<file path="src/prfl_pkg.sv">
// ----------------------------------------------------------------------------
// prfl_pkg - shared types and constants for the page replacement unit
// Transaction structs, configuration register indexes, sequencer states and
// rank unit operation codes.
// ----------------------------------------------------------------------------
package prfl_pkg;

  // default sizes
  localparam int VIRTUAL_PAGES_DEF = 16;
  localparam int FRAMES_DEF        = 8;

  // configuration port
  localparam int CFG_IDX_W  = 2;
  localparam int CFG_DATA_W = 4;
  localparam logic [CFG_IDX_W-1:0] CFG_POLICY_MODE   = 2'd0;
  localparam logic [CFG_IDX_W-1:0] CFG_FRAMES_IN_USE = 2'd1;
  localparam logic [3:0]           FRAMES_IN_USE_RST = 4'd8;

  localparam logic [15:0] HIT_MAX = 16'hFFFF;

  typedef enum logic {
    POLICY_FIFO = 1'b0,
    POLICY_LRU  = 1'b1
  } policy_t;

  typedef struct packed {
    logic [3:0] virtual_page;
    logic       last;
  } in_item_t;

  typedef struct packed {
    logic        hit;
    logic [2:0]  frame;
    logic        evicted_valid;
    logic [3:0]  evicted_page;
    logic [15:0] hit_total;
  } out_item_t;

  typedef enum logic [2:0] {
    ST_IDLE,
    ST_LOOK,
    ST_SCAN,
    ST_PICK,
    ST_FETCH,
    ST_APPLY,
    ST_TOUCH,
    ST_DONE
  } state_t;

  typedef enum logic [1:0] {
    RK_HOLD,
    RK_SCAN,
    RK_TOUCH,
    RK_ZERO
  } rk_op_t;

  typedef struct packed {
    rk_op_t op;
    logic   first;      // first element of a scan
    logic   all_older;  // touch ages every other frame (free-frame load)
  } rk_ctrl_t;

endpackage

</file>
<file path="src/prfl_rank_unit.sv">
// ----------------------------------------------------------------------------
// prfl_rank_unit - recency rank store with compare and increment logic
// One rank is read per cycle; the same read port serves the LRU victim scan
// and the ageing sweep that makes a frame the most recent.
// ----------------------------------------------------------------------------
module prfl_rank_unit #(
  parameter int FRAMES = prfl_pkg::FRAMES_DEF,
  localparam int FW = (FRAMES > 1) ? $clog2(FRAMES) : 1
) (
  input  logic               clk,
  input  prfl_pkg::rk_ctrl_t ctrl,
  input  logic [FW-1:0]      rd_addr,
  input  logic [FW-1:0]      idx,
  input  logic [FW-1:0]      frame,
  input  logic [FW-1:0]      old_rank,
  output logic [FW-1:0]      rd_q,
  output logic [FW-1:0]      best_idx
);
  import prfl_pkg::*;

  logic [FW-1:0] rank_mem [FRAMES];
  logic [FW-1:0] rd_q_r;
  logic [FW-1:0] best_idx_r;
  logic [FW-1:0] best_rank_r;

  // rd_q_r holds the rank of the element addressed last cycle
  always_ff @(posedge clk) begin
    rd_q_r <= rank_mem[rd_addr];
    case (ctrl.op)
      RK_TOUCH: begin
        if (idx != frame && (ctrl.all_older || rd_q_r < old_rank)) begin
          rank_mem[idx] <= FW'(rd_q_r + 1'b1);
        end
      end
      RK_ZERO: begin
        rank_mem[frame] <= '0;
      end
      default: begin
      end
    endcase
  end

  // LRU search: strict compare keeps the lowest frame on a tie
  always_ff @(posedge clk) begin
    if (ctrl.op == RK_SCAN && (ctrl.first || rd_q_r > best_rank_r)) begin
      best_idx_r  <= idx;
      best_rank_r <= rd_q_r;
    end
  end

  assign rd_q     = rd_q_r;
  assign best_idx = best_idx_r;

endmodule

</file>
<file path="src/page_replacement_fifo_lru.sv">
// ----------------------------------------------------------------------------
// page_replacement_fifo_lru - page table with FIFO / LRU frame replacement
// Looks up each page access, loads free frames in order and replaces a victim
// frame by the selected policy when all usable frames are taken.
// ----------------------------------------------------------------------------
// Usage:
//   Input channel: a transaction is taken at a rising edge with start high and
//   busy low; in_data carries the page number and the last flag. busy stays
//   high until the result has been shown.
//   Result channel: out_valid is high for exactly one cycle with out_data; the
//   receiver cannot stall, so the result must be taken in that cycle.
//   Configuration: cfg_we with cfg_index / cfg_data writes policy_mode (0) or
//   frames_in_use (1); other indexes are ignored. The user is to write only
//   while busy is low; the block itself does not enforce this.
// Sequence: an access passes LOOK, FETCH, APPLY, a TOUCH sweep over filled
//   frames and DONE, which shows the result; the next transaction is taken
//   once back in IDLE. LRU replacement adds a SCAN over all filled frames
//   and a PICK step before FETCH. The scan and the age sweep handle one frame
//   per cycle through the single rank memory port.
// Reset: synchronous, active low; clears residency, fill count, FIFO pointer,
//   hit count, state and config. Page map, owner and rank memories
//   are not cleared: entries are only read once the fill state says they are
//   written. A last transaction clears the first four after its result.
// ----------------------------------------------------------------------------
module page_replacement_fifo_lru #(
  parameter int VIRTUAL_PAGES = prfl_pkg::VIRTUAL_PAGES_DEF,
  parameter int FRAMES        = prfl_pkg::FRAMES_DEF
) (
  input  logic                                clk,
  input  logic                                rst_n,
  input  logic                                start,
  output logic                                busy,
  input  prfl_pkg::in_item_t                  in_data,
  output logic                                out_valid,
  output prfl_pkg::out_item_t                 out_data,
  input  logic                                cfg_we,
  input  logic [prfl_pkg::CFG_IDX_W-1:0]      cfg_index,
  input  logic [prfl_pkg::CFG_DATA_W-1:0]     cfg_data
);
  import prfl_pkg::*;

  localparam int PW = $clog2(VIRTUAL_PAGES);
  localparam int FW = (FRAMES > 1) ? $clog2(FRAMES) : 1;
  localparam int CW = $clog2(FRAMES + 1);

  // configuration registers
  policy_t    policy_r;
  logic [3:0] frames_in_use_r;

  // sequencer and per-sequence state
  state_t          state_r, state_nxt;
  logic [VIRTUAL_PAGES-1:0] resident_r;
  logic [VIRTUAL_PAGES-1:0] resident_apply;
  logic [CW-1:0]   filled_r;
  logic [FW-1:0]   fifo_r;
  logic [15:0]     hit_cnt_r;

  // per-transaction working registers
  logic [PW-1:0]   page_r;
  logic            last_r;
  logic            hit_r;
  logic            load_r;
  logic            ev_valid_r;
  logic [PW-1:0]   ev_page_r;
  logic [FW-1:0]   frame_r;
  logic [FW-1:0]   old_r;
  logic [FW-1:0]   idx_r;

  // memories
  logic [FW-1:0]   map_mem   [VIRTUAL_PAGES];
  logic [PW-1:0]   owner_mem [FRAMES];
  logic [FW-1:0]   map_q_r;
  logic [PW-1:0]   owner_q_r;

  // page number folded into the page range: constant table
  logic [PW-1:0]   pmod_tbl [16];
  logic [PW-1:0]   in_page;

  for (genvar g = 0; g < 16; g++) begin : g_pmod
    assign pmod_tbl[g] = PW'(g % VIRTUAL_PAGES);
  end
  assign in_page = pmod_tbl[in_data.virtual_page];

  // rank unit interface
  rk_ctrl_t        rk_ctrl;
  logic [FW-1:0]   rk_rd_addr;
  logic [FW-1:0]   rk_rd_q;
  logic [FW-1:0]   rk_best_idx;

  prfl_rank_unit #(
    .FRAMES (FRAMES)
  ) u_rank (
    .clk       (clk),
    .ctrl      (rk_ctrl),
    .rd_addr   (rk_rd_addr),
    .idx       (idx_r),
    .frame     (frame_r),
    .old_rank  (old_r),
    .rd_q      (rk_rd_q),
    .best_idx  (rk_best_idx)
  );

  // derived decisions
  logic [7:0]    fin8;
  logic [7:0]    usable8;
  logic          is_hit;
  logic          has_free;
  logic          idx_last;
  logic [FW-1:0] fifo_victim;
  logic [CW:0]   fifo_inc;

  always_comb begin
    fin8 = {4'b0, frames_in_use_r};
    if (fin8 == 8'd0) begin
      usable8 = 8'd1;
    end else if (fin8 > 8'(FRAMES)) begin
      usable8 = 8'(FRAMES);
    end else begin
      usable8 = fin8;
    end
  end

  assign is_hit      = resident_r[page_r];
  assign has_free    = 8'(filled_r) < usable8;
  assign idx_last    = 8'(idx_r) == 8'(filled_r) - 8'd1;
  assign fifo_victim = (8'(fifo_r) < 8'(filled_r)) ? fifo_r : '0;
  assign fifo_inc    = (CW+1)'(fifo_victim) + 1'b1;

  // residency after the apply step: evicted page out, new page in
  always_comb begin
    resident_apply = resident_r;
    if (ev_valid_r) resident_apply[owner_q_r] = 1'b0;
    if (!hit_r)     resident_apply[page_r]    = 1'b1;
  end

  // ---------------- sequencer: next state ----------------
  always_comb begin
    state_nxt = state_r;
    case (state_r)
      ST_IDLE:  if (start) state_nxt = ST_LOOK;
      ST_LOOK: begin
        if (!is_hit && !has_free && policy_r == POLICY_LRU) begin
          state_nxt = ST_SCAN;
        end else begin
          state_nxt = ST_FETCH;
        end
      end
      ST_SCAN:  if (idx_last) state_nxt = ST_PICK;
      ST_PICK:  state_nxt = ST_FETCH;
      ST_FETCH: state_nxt = ST_APPLY;
      ST_APPLY: state_nxt = ST_TOUCH;
      ST_TOUCH: if (idx_last) state_nxt = ST_DONE;
      ST_DONE:  state_nxt = ST_IDLE;
      default:  state_nxt = ST_IDLE;
    endcase
  end

  // ---------------- sequencer: outputs ----------------
  // Rank reads are issued ahead: the address given here is the
  // element whose rank the unit presents in the next state.
  always_comb begin
    rk_ctrl.op        = RK_HOLD;
    rk_ctrl.first     = (idx_r == '0);
    rk_ctrl.all_older = load_r;
    rk_rd_addr        = frame_r;
    case (state_r)
      ST_LOOK:  rk_rd_addr = '0;
      ST_SCAN: begin
        rk_ctrl.op = RK_SCAN;
        rk_rd_addr = FW'(idx_r + 1'b1);
      end
      ST_APPLY: rk_rd_addr = '0;
      ST_TOUCH: begin
        rk_ctrl.op = RK_TOUCH;
        rk_rd_addr = FW'(idx_r + 1'b1);
      end
      ST_DONE:  rk_ctrl.op = RK_ZERO;   // touched frame becomes most recent
      default: begin
      end
    endcase
  end

  assign busy      = (state_r != ST_IDLE);
  assign out_valid = (state_r == ST_DONE);

  // ---------------- control state ----------------
  always_ff @(posedge clk) begin
    if (!rst_n) begin
      state_r         <= ST_IDLE;
      policy_r        <= POLICY_FIFO;
      frames_in_use_r <= FRAMES_IN_USE_RST;
      resident_r      <= '0;
      filled_r        <= '0;
      fifo_r          <= '0;
      hit_cnt_r       <= '0;
    end else begin
      state_r <= state_nxt;
      if (cfg_we) begin
        if (cfg_index == CFG_POLICY_MODE) begin
          policy_r <= policy_t'(cfg_data[0]);
        end else if (cfg_index == CFG_FRAMES_IN_USE) begin
          frames_in_use_r <= cfg_data[3:0];
        end
      end
      case (state_r)
        ST_LOOK: begin
          if (is_hit) begin
            if (hit_cnt_r != HIT_MAX) hit_cnt_r <= hit_cnt_r + 16'd1;
          end else if (!has_free && policy_r == POLICY_FIFO) begin
            // pointer wraps at the fill count
            if (fifo_inc >= (CW+1)'(filled_r)) begin
              fifo_r <= '0;
            end else begin
              fifo_r <= FW'(fifo_inc);
            end
          end
        end
        ST_APPLY: begin
          resident_r <= resident_apply;
          if (load_r) filled_r <= CW'(filled_r + 1'b1);
        end
        ST_DONE: begin
          if (last_r) begin
            resident_r <= '0;
            filled_r   <= '0;
            fifo_r     <= '0;
            hit_cnt_r  <= '0;
          end
        end
        default: begin
        end
      endcase
    end
  end

  // ---------------- transaction working registers ----------------
  always_ff @(posedge clk) begin
    case (state_r)
      ST_IDLE: begin
        if (start) begin
          page_r <= in_page;
          last_r <= in_data.last;
        end
      end
      ST_LOOK: begin
        hit_r      <= is_hit;
        load_r     <= 1'b0;
        ev_valid_r <= 1'b0;
        ev_page_r  <= '0;
        idx_r      <= '0;
        if (is_hit) begin
          frame_r <= map_q_r;
        end else if (has_free) begin
          frame_r <= FW'(filled_r);
          load_r  <= 1'b1;
        end else begin
          ev_valid_r <= 1'b1;
          frame_r    <= fifo_victim;   // LRU overwrites this after the scan
        end
      end
      ST_SCAN:  idx_r   <= FW'(idx_r + 1'b1);
      ST_PICK:  frame_r <= rk_best_idx;
      ST_APPLY: begin
        old_r <= rk_rd_q;
        idx_r <= '0;
        if (ev_valid_r) ev_page_r <= owner_q_r;
      end
      ST_TOUCH: idx_r <= FW'(idx_r + 1'b1);
      default: begin
      end
    endcase
  end

  // ---------------- page map and frame owner memories ----------------
  always_ff @(posedge clk) begin
    map_q_r <= map_mem[in_page];
    if (state_r == ST_APPLY && !hit_r) begin
      map_mem[page_r] <= frame_r;
    end
  end

  always_ff @(posedge clk) begin
    owner_q_r <= owner_mem[frame_r];
    if (state_r == ST_APPLY && !hit_r) begin
      owner_mem[frame_r] <= page_r;
    end
  end

  // ---------------- result ----------------
  logic [FW+2:0] frame_wide;
  logic [PW+3:0] ev_wide;

  assign frame_wide = {3'b0, frame_r};
  assign ev_wide    = {4'b0, ev_page_r};

  always_comb begin
    out_data.hit           = hit_r;
    out_data.frame         = frame_wide[2:0];
    out_data.evicted_valid = ev_valid_r;
    out_data.evicted_page  = ev_wide[3:0];
    out_data.hit_total     = hit_cnt_r;
  end

  // ---------------- assertions ----------------
  a_no_early_result: assert property (@(posedge clk) disable iff (!rst_n)
    (start && !busy) |=> !out_valid)
    else $error("result strobe straight after accept");

  a_single_strobe: assert property (@(posedge clk) disable iff (!rst_n)
    out_valid |=> !out_valid)
    else $error("result strobe longer than one cycle");

  a_hit_no_evict: assert property (@(posedge clk) disable iff (!rst_n)
    (out_valid && out_data.hit) |-> !out_data.evicted_valid)
    else $error("eviction reported on a hit");

  a_fill_bound: assert property (@(posedge clk) disable iff (!rst_n)
    8'(filled_r) <= 8'(FRAMES))
    else $error("fill count beyond frame count");

  a_evict_full: assert property (@(posedge clk) disable iff (!rst_n)
    (state_r == ST_APPLY && ev_valid_r) |-> (filled_r != '0))
    else $error("eviction with no filled frame");

endmodule
</file>
<file path="config.mk">
export PLATFORM = sky130hd
export DESIGN_NAME = page_replacement_fifo_lru
export DESIGN_NICKNAME = d
export VERILOG_FILES = /design/src/prfl_pkg.sv /design/src/prfl_rank_unit.sv /design/src/page_replacement_fifo_lru.sv
export SDC_FILE = /design/constraint.sdc
export NUM_CORES = 1
export LEC_CHECK = 0
export ABC_AREA = 1
export BUFFER_PORTS_ARGS = -buffer_cell sky130_fd_sc_hd__buf_2
export CORE_MARGIN = 2
export CORE_UTILIZATION = 62
export CTS_CLUSTER_DIAMETER = 40
export DETAILED_ROUTE_END_ITERATION = 10
export GPL_TIMING_DRIVEN = 1
export HOLD_SLACK_MARGIN = 0.02
export PLACE_DENSITY = 0.76
export SETUP_SLACK_MARGIN = 0.3
export SYNTH_ARGS = -nofsm -noshare
export SYNTH_HDL_FRONTEND = slang
export SYNTH_SLANG_ARGS = --single-unit
export TNS_END_PERCENT = 5
</file>
<file path="constraint.sdc">
create_clock -name clk -period 3.24 [get_ports clk]
set_input_delay 0.162 -clock clk [delete_from_list [all_inputs] [get_ports clk]]
set_output_delay 0.162 -clock clk [all_outputs]
set_load 0.03 [all_outputs]
</file>
==> results.json <==
{
  "synth.avg_cell_area_um2": 9.67,
  "yosys_warnings": 0,
  "syn_inst": 939,
  "final_util": 0.695,
  "ys_types": 52,
  "initial_utilization": 0.629,
  "crit_end": "fifo_r[2]$_SDFFE_PN0P_",
  "syn2layout_area_growth_pct": 10.5,
  "grt_pass1_vias": 6388,
  "core_um2": 14400,
  "slew_viol_final": 0,
  "startpoint": "filled_r[1]$_SDFFE_PN0P_",
  "ant_nets": 0,
  "syn_nets": 975,
  "end_kind": "register",
  "clockBufferDepth": 2,
  "tns_ns": 0,
  "min_period_over_period": 0.822,
  "maxSlewHeadroom": 0.407,
  "final_hold_viol_count": 0,
  "cp-start-kind": "register",
  "antenna_found_initial": 0,
  "synth-main-ff-cell": "edfxtp_1",
  "reg2reg_depth": 17,
  "root_buffer": "clkbuf_16",
  "cts_tree": "yes",
  "post_drt_via_cell_ratio": 5.70,
  "synthArstFlopShare": 0,
  "max_freq_ghz": 0.376,
  "insertedDiodeCount": 0,
  "grt_max_degree": 38,
  "synth_enable_flop_cells": 131,
  "combPwrFrac": 0.122,
  "clk_pin_slew_ns": 0.06,
  "clockPowerShare": 0.374,
  "hold_class": "input pin to register",
  "setup_viol": 0,
  "powerDensity_nw_per_um2": 553,
  "cp_data_required_time_ns": 3.61,
  "status": "completed",
  "timing.rr.start": "filled_r[1]$_SDFFE_PN0P_",
  "arrival_ns": 3.03,
  "peakVddDrop_mv": 0.388,
  "placementRows": 44,
  "drc": 0,
  "wl_per_cell_um": 16.5,
  "grt_use_total": 0.253,
  "vias": 6715,
  "crit_fanout": 6,
  "cap_violations": 0,
  "path_class": "register to register",
  "syn_area_um2": 9080,
  "die_x_um": 125,
  "die_area_um2": 15600,
  "p_int_mw": 4.10,
  "leakage_nw": 4.05,
  "io_buffers": 41,
  "insertion_delay_ns": 0.43,
  "cts-buffers-inserted": 17,
  "grt_pass1_wl_mm": 31.3,
  "drtIter0Drc": 580,
  "r2r_end": "fifo_r[2]$_SDFFE_PN0P_",
  "ys_ff_latch": 188,
  "p_sw_frac": 0.260,
  "finalCriticalPeriod_ns": 2.66,
  "gp_congestion": 0.881,
  "clock_sinks": 188,
  "seq_power_share": 0.505,
  "first_pass_iters": 5,
  "holdPathStages": 3,
  "nNetsFinal": 1017,
  "worst_slew_pin_slew_ns": 0.884,
  "htreeDepth": 4,
  "gr-total-overflow": 0,
  "drive_gt1_frac": 0.136,
  "fin_worst_skew_ns": 0.00822,
  "wirelength_mm": 19.5,
  "reg2reg_slack_ns": 0.58,
  "ios": 42,
  "yosysSeqAreaShare": 0.559,
  "rsz0062_at_grt": "no",
  "p_switching_mw": 1.44,
  "dp_hpwl_mm": 13.3,
  "fp.dieH_um": 125
}
==> how the worst min path moves through the flow <==
stage	from	end	slack [ns]
after global placement	in_data[0]	last_r$_DFFE_PP_	0.36
after CTS	cfg_index[0]	policy_r$_SDFFE_PN0P_	0.05
final	cfg_index[0]	policy_r$_SDFFE_PN0P_	0.04
after floorplan	in_data[0]	last_r$_DFFE_PP_	0.26
after detailed placement	in_data[0]	last_r$_DFFE_PP_	0.37
after global routing	cfg_index[0]	policy_r$_SDFFE_PN0P_	0.07
==> state kept, by name (all words and copies together) (netlist names), 4 cells and up <==
signal           flops
page_r               4
ev_page_r            4
map_mem             48
hit_cnt_r           16
owner_q_r            4
filled_r             4
resident_r          16
u_rank.rank_mem     24
owner_mem           32
frames_in_use_r      4
==> cells in the mapped netlist (all sizes together), types with 16 or more instances <==
cell / n / share of area
nand2: 174 / 0.077
edfxtp: 131 / 0.43
nor2: 118 / 0.057
inv: 110 / 0.046
o21ai: 67 / 0.039
a21oi: 58 / 0.038
dfxtp: 57 / 0.13
nand3: 40 / 0.023
nand4: 24 / 0.018
ha: 21 / 0.029
nor3: 17 / 0.011
buf: 16 / 0.014
==> cells by family after synthesis <==
logic type / synth area share
adders and majority gates: 0.0289
buffers and inverters: 0.0696
muxes: 0.0132
DFF: 0.559
xor gates and xnor gates: 0.0193
and+or+nand+nor: 0.194
AOI/OAI and AO/OA: 0.116
==> layer usage <==
layer / share of wire / track usage
met1: 0.44 / 0.330
met2: 0.49 / 0.421
met3: 0.047 / 0.0496
met4: 0.023 / 0.0987
met5: 0 / 0
==> power by group through the flow <==
stage               Sequential, mW  Clock [mW]  Combinational (mW)
global placement              2.85           0               0.649
detailed placement            2.85           0               0.655
floorplan                     2.84           0               0.488
CTS                           2.80        2.09               0.671
finish                        2.80        2.07               0.676
global route                  2.81        2.18               0.754
==> placed cells by master, fill, tap and decap left out, drive strengths merged, types with 12 or more instances in the layout <==
master    n
clkbuf   23
nor2    118
o211ai   14
ha       21
nor3     17
nand4    24
nand3    40
xor2     12
mux2i    12
edfxtp  131
inv     112
dfxtp    57
buf      47
o21ai    67
a21oi    58
nand2   174
==> worst max-delay path: stages (launching register included) <==
cell	delay, ns
dfxtp_2	0.36
inv_2	0.07
ha_1	0.28
o21ai_0	0.07
nand2_1	0.09
nand3_1	0.09
nand2_1	0.12
nor2_4	0.14
ha_1	0.17
xor2_1	0.19
inv_1	0.07
ha_1	0.18
a21o_1	0.15
a31oi_1	0.18
nand3_1	0.15
nor2_2	0.14
nor2_1	0.05
nor2_1	0.09
==> what timing repair did <==
item                                   CTS  global route
setup endpoints to repair                0             3
endpoints found under the hold margin    6             0
resized for setup                        0             6
hold buffers                             6             0
setup buffers                            0             1
==> per-stage QoR <==
stage               worst slack (ns)  hold slack (ns)  cell area (µm²)  power (mW)  cells
CTS                            0.443           0.0463            10000        5.56   1177
detailed placement             0.477            0.369             9350        3.50   1139
global placement               0.575            0.364             9350        3.49   1139
floorplan                      0.800            0.261             9080        3.32    939
finish                         0.578           0.0402            10000        5.55   1178
global route                   0.285           0.0715            10000        5.75   1178
==> layout make-up <==
type	instances	area, µm²
clock buffers	23	520
multi-input cells	609	3380
well taps	184	230
clock inverters	9	80.1
fillers	1130	4400
repair buffers	53	310
flip-flops and latches	188	5080
inverters	112	428
Note: power is estimated with default switching activity, not from simulation.
